==> src/hdl/dtc_pkg.sv <==
// Package of the domino tiling counter: sizes, controller states and command/status types.
package dtc_pkg;

	localparam int MAX_COLS = 11;
	localparam int MAX_ROWS = 11;
	localparam int SIZE_W   = 4;
	localparam int COUNT_W  = 64;
	localparam int TILE_W   = 63;

	typedef enum logic [2:0] {
		ST_IDLE,
		ST_START,
		ST_SWEEP,
		ST_DRAIN,
		ST_FETCH,
		ST_LOAD,
		ST_RESULT
	} dtc_state_t;

	// Commands from the controller to the datapath.
	typedef struct packed {
		logic start;        // latch sizes, clear cell and profile counters
		logic issue;        // read sources of one profile, advance profile index
		logic next_cell;    // swap banks, advance to the next cell
		logic fetch;        // read the full profile of the final bank
		logic load_result;  // capture the fetched count
		logic load_special; // capture the count of a trivial size
	} dtc_cmd_t;

	// Status from the datapath to the controller.
	typedef struct packed {
		logic special;   // size needs no sweep
		logic prof_last; // profile index is at the full mask
		logic cell_last; // last cell of the grid
	} dtc_status_t;

endpackage

==> src/hdl/dtc_ctrl.sv <==
// Controller state machine of the domino tiling counter.
module dtc_ctrl (
	input  logic                 clk,
	input  logic                 arst_n,
	input  logic                 req_valid,
	output logic                 req_ready,
	output logic                 res_valid,
	input  logic                 res_ready,
	input  dtc_pkg::dtc_status_t status,
	output dtc_pkg::dtc_cmd_t    cmd
);
	import dtc_pkg::*;

	dtc_state_t state_q;
	dtc_state_t state_d;

	// State register
	always_ff @(posedge clk or negedge arst_n) begin
		if (!arst_n) begin
			state_q <= ST_IDLE;
		end else begin
			state_q <= state_d;
		end
	end

	// Next state and commands
	always_comb begin
		state_d   = state_q;
		cmd       = '0;
		req_ready = 1'b0;
		res_valid = 1'b0;
		case (state_q)
			ST_IDLE: begin
				req_ready = 1'b1;
				if (req_valid) begin
					cmd.start = 1'b1;
					state_d   = ST_START;
				end
			end
			ST_START: begin
				if (status.special) begin
					cmd.load_special = 1'b1;
					state_d          = ST_RESULT;
				end else begin
					state_d = ST_SWEEP;
				end
			end
			ST_SWEEP: begin
				cmd.issue = 1'b1;
				if (status.prof_last) begin
					state_d = ST_DRAIN;
				end
			end
			ST_DRAIN: begin
				cmd.next_cell = 1'b1;
				if (status.cell_last) begin
					state_d = ST_FETCH;
				end else begin
					state_d = ST_SWEEP;
				end
			end
			ST_FETCH: begin
				cmd.fetch = 1'b1;
				state_d   = ST_LOAD;
			end
			ST_LOAD: begin
				cmd.load_result = 1'b1;
				state_d         = ST_RESULT;
			end
			ST_RESULT: begin
				res_valid = 1'b1;
				if (res_ready) begin
					state_d = ST_IDLE;
				end
			end
			default: begin
				state_d = ST_IDLE;
			end
		endcase
	end

endmodule

==> config.mk <==
export PLATFORM = sky130hd
export DESIGN_NAME = dtc_ctrl
export DESIGN_NICKNAME = d
export VERILOG_FILES = /design/src/hdl/dtc_pkg.sv /design/src/hdl/dtc_ctrl.sv
export SDC_FILE = /design/constraint.sdc
export NUM_CORES = 1
export LEC_CHECK = 0
export ABC_AREA = 1
export BUFFER_PORTS_ARGS = -buffer_cell sky130_fd_sc_hd__buf_2
export CAP_MARGIN = 10
export CORE_AREA = 2 2 39 41
export DETAILED_ROUTE_END_ITERATION = 8
export DIE_AREA = 0 0 41 43
export GPL_TIMING_DRIVEN = 0
export PLACE_DENSITY = 0.41
export SYNTH_ARGS = -nofsm -noshare
export SYNTH_HDL_FRONTEND = slang
export SYNTH_SLANG_ARGS = --single-unit
==> constraint.sdc <==
create_clock -name clk -period 1.1 [get_ports clk]
set_input_delay 0.11 -clock clk [delete_from_list [all_inputs] [get_ports clk]]
set_output_delay 0.11 -clock clk [all_outputs]
set_load 0.02 [all_outputs]
# Yosys cells after proc, flatten, opt, wreduce, memory -nomap -nowiden
# Index checks and enable logic that the tools add are counted.
# totals
reg_bits	3
in_bits	7
out_inout_bits	8
elab_cells	28
# op_classes
eq_ne	9
mux	16
n_reduce_logical	2
# op_table
operator	count
one-hot mux 3 bit (7 select lines)	1
two-way mux 3 bit	5
two-way mux 1 bit	10
equality test 3 bit (second input constant)	3
equality test 3 x 2 -> 1 bit (second input constant)	2
!= test 2 bit (second input constant)	3
equality test 3 x 1 -> 1 bit (second input constant)	1
logical NOT 3 bit	1
AND reduction 3 bit	1

# Longest topological paths before layout
# logic_depth
depth_word	3
mapped_depth	6
ltp_nobuf	6

# Worst setup path before layout
# No wires, ideal clock.
# synth_timing
path_kind	reg2out
startpoint	register state_q[0]
endpoint	output cmd[2] (netlist name)
arrival_ns	0.996
t_required_ns	0.990
setup_slack_ns	-0.006
stages_incl_launch_ff	3
n_path_buf	1
cell_sequence	dfrtp_1 buf_2 nor3_1
# synth_lines
element	line	source
start: declaration	dtc_ctrl.sv:14	dtc_state_t state_q;
start signal: assignment	dtc_ctrl.sv:22	state_q <= state_d;
end: declaration	dtc_ctrl.sv:10	output dtc_pkg::dtc_cmd_t cmd

==> summary.txt <==
Synth
  – Synth Warn #: 0
  – Post-synthesis sequential area ratio: 0.302
  – Cells after Synth: 39
  – Top-count cell post-synth: nand2_1
  – Syn Area/Cell: 6.38 um^2
  – Synthesized flop and latch total: 3
  – Synthesized Nets: 46
  – Post-synth EDFFs: 0
  – Async SR Flop Fraction: 1.00
  – Synth top area share: 0.302
  – Commonest cells post-synth: nand2_1 (9), inv_1 (8), nor2_1 (7)
  – Top FF cell, synth: dfrtp_1
  – Area contributors post-synth: dfrtp_1 (30%), nand2_1 (14%), inv_1 (12%)
  – Cell accounting for the most synthesized area: dfrtp_1
  – Post-Syn Area: 249 um^2
  – Yosys cell types: 14

Routing
  – DRC errors left: 0
  – Via count: 325
  – WL per Instance: 9.45 um
  – Via density: 4.06
  – Routed wire length: 756 um
  – DR pass1 iterations: 2
  – Antenna-violating nets left: 0
  – Initial drt markers: 3

Timing
  – Fmax: 819 MHz
  – Crit path time final: 1.22 ns
  – RSZ-0062 raised after global routing: true
  – Fin Hold WS: 0.202 ns
  – Worst-Margin Slew: 0.184 ns
  – Count of final hold-check violations: 0
  – Fin worst setup slack: -0.121 ns
  – Final setup viols: 9
  – Worst slew margin: 0.877
  – Fin. max-slew vios: 0
  – Fin crit share: 1.11
  – Final Skew: 0.00436 ns

Run status
  – Failing checks: setup timing
  – Status: finished with violations

GRT
  – First-pass GRT wire length: 1.32 mm
  – GRT Residual Overflow: 0
  – Overall Global Routing Usage: 0.115
  – Vias in the first global route: 330
  – Largest net degree at the start of global routing: 9
  – Initial antenna violation count: 0

Critical path
  – Critical path, cell by cell: inv_2 > nand2_4 > nor2_4 > nand2_2 > inv_2 > buf_6
  – Crit path kind: reg2out
  – Max incr delay on CP: 0.44 ns
  – Slowest cell on crit path: dfrtp_2
  – CP Buf/Inv Count: 3
  – Worst Path Max Fanout: 4
  – Critical Path Start Type: register
  – Worst endpoint data arrival time: 1.11 ns
  – Most frequent CP cell: inv_2
  – Worst reg2reg path endpoint: state_q[1]
  – Critical path endpoint category: output port
  – WP data required: 0.99 ns
  – Reg-to-reg startpoint: state_q[2]
  – Worst reg2reg setup slack: 0 ns
  – Cells on worst reg2reg path: 5
  – Delay-heaviest family, CP: flip-flops

Clock tree
  – Clock sinks: 3
  – TritonCTS buffer count: 3
  – Clk buf depth: 2
  – Worst-path clk slew: 0.04 ns
  – Clock tree from TritonCTS: yes
  – Clk_lat worst skew: 0.23 ns
  – H-tree levels: 1
  – Root buffer cell: clkbuf_4

Pwr
  – LEAKAGE: 0.000284 uW
  – Max VDD drop: 1.00 mV
  – Power per cell area: 3100 mW/mm^2

Floorplan
  – Die width: 41 um
  – I/O pin count: 15
  – Die area: 0.00176 mm^2
  – Row cnt: 14
  – Core area: 0.00138 mm^2
  – Die Y: 43 um
  – Initial Util: 0.180

Layout
  – Net count, final: 72
  – Core Util, Final: 0.380
  – Max reg flops: 3
  – Design Area, Final: 526 um^2
  – Final non-filler cell total: 80
  – Layout cell share with drive strength beyond 1: 0.688
  – Fillers: 153
  – Largest reg by FF count: state_q
  – Biggest regs: state_q x3
  – Diodes inserted: 0
  – Area growth syn-to-layout: 111%

Place
  – Gpl congestion: 0.700
  – Post-placement setup slack: -0.0265 ns
  – Placed cells: 69
  – Port Buffers: 14
  – Dpl hpwl: 496 um
  – Dpl cell area: 344 um^2

Hold path
  – Worst hold endpoint: state_q[2]
  – Worst hold path type: in2reg
  – WHS Path Cells: 4
  – Hold Path Origin: res_ready

Job
  – Max-Cap Viols: 0
-- power by group --
group / internal [uW] / switching (uW) / leakage, uW
Combinational: 548 / 621 / 0.000235
Clock: 136 / 59.3 / 0.0000150
Sequential: 176 / 91.0 / 0.0000344
-- metal layers --
layer  share of wire  routed length, um  global-route usage
met1            0.45                341               0.132
met4               0                  0              0.0600
met3           0.078                 59              0.0628
met5               0                  0                   0
met2            0.47                354               0.166
-- worst reg2reg max path: cells and delay by family, from the launching register on --
kind | cells | cell delay, ns
and+or+nand+nor | 4 | 0.41
DFF | 1 | 0.47
buffers and inverters | 1 | 0.15
-- logic make-up (layout without fill, tap and decap cells) --
family | count (synthesis) | count (layout) | share of synthesized area
compound gates | 1 | 1 | 0.0352
buf+inv | 9 | 34 | 0.141
flops | 3 | 3 | 0.301
simple gates | 26 | 26 | 0.523
-- area by class of cell --
type | instances | area, um^2 | area share
Timing Repair Buffer | 21 | 164 | 0.312
Inverter | 8 | 32.5 | 0.0619
Sequential cell | 3 | 77.6 | 0.148
Tap cell | 16 | 20.0 | 0.0381
Multi-Input combinational cell | 27 | 194 | 0.369
Clock buffer | 4 | 26.3 | 0.0500
Buffer | 1 | 11.3 | 0.0214
-- layout by cell type (no fill, tap or decap) --
cell type,synthesis,final
dlygate4sd3_1,0,1
inv_4,0,1
dfrtp_2,0,2
o2111ai_1,1,1
inv_1,8,5
nor2_4,1,4
buf_4,0,9
inv_2,0,2
nor2_2,1,2
buf_6,0,6
nor2_1,7,3
clkbuf_4,0,3
nand2_1,9,5
and2_4,1,1
nand3_2,1,1
dfrtp_1,3,1
clkbuf_1,0,1
nand2_4,0,3
nand2_2,2,3
nand4_1,1,1
buf_2,1,6
nor3_2,0,1
nand3_1,2,2
-- stage by stage --
| step | setup TNS (ns) | power (uW) |
|---|---|---|
| finish | -0.807 | 1630 |
| global route | -1.46 | 1790 |
| CTS | -0.844 | 1500 |
| detailed placement | -0.0265 | 930 |
| global placement | -0.0260 | 928 |
| floorplan | 0 | 743 |
-- how the worst max path moves through the flow --
stage / start / end / cells after the start
final: state_q[1] / cmd[0] / 6
after global placement: state_q[1] / cmd[0] / 6
after CTS: state_q[1] / cmd[0] / 6
after global routing: state_q[0] / cmd[5] / 5
after floorplan: state_q[0] / cmd[5] / 4
after detailed placement: state_q[1] / cmd[0] / 6
-- timing repair --
action	CTS	global route
hold buffers	1	0
setup endpoints to repair	8	11
pin swaps	2	3
endpoints found under the hold margin	3	0
gates resized for setup	23	12
buffers inserted	6	0
Power figures use the tool's default switching activity.
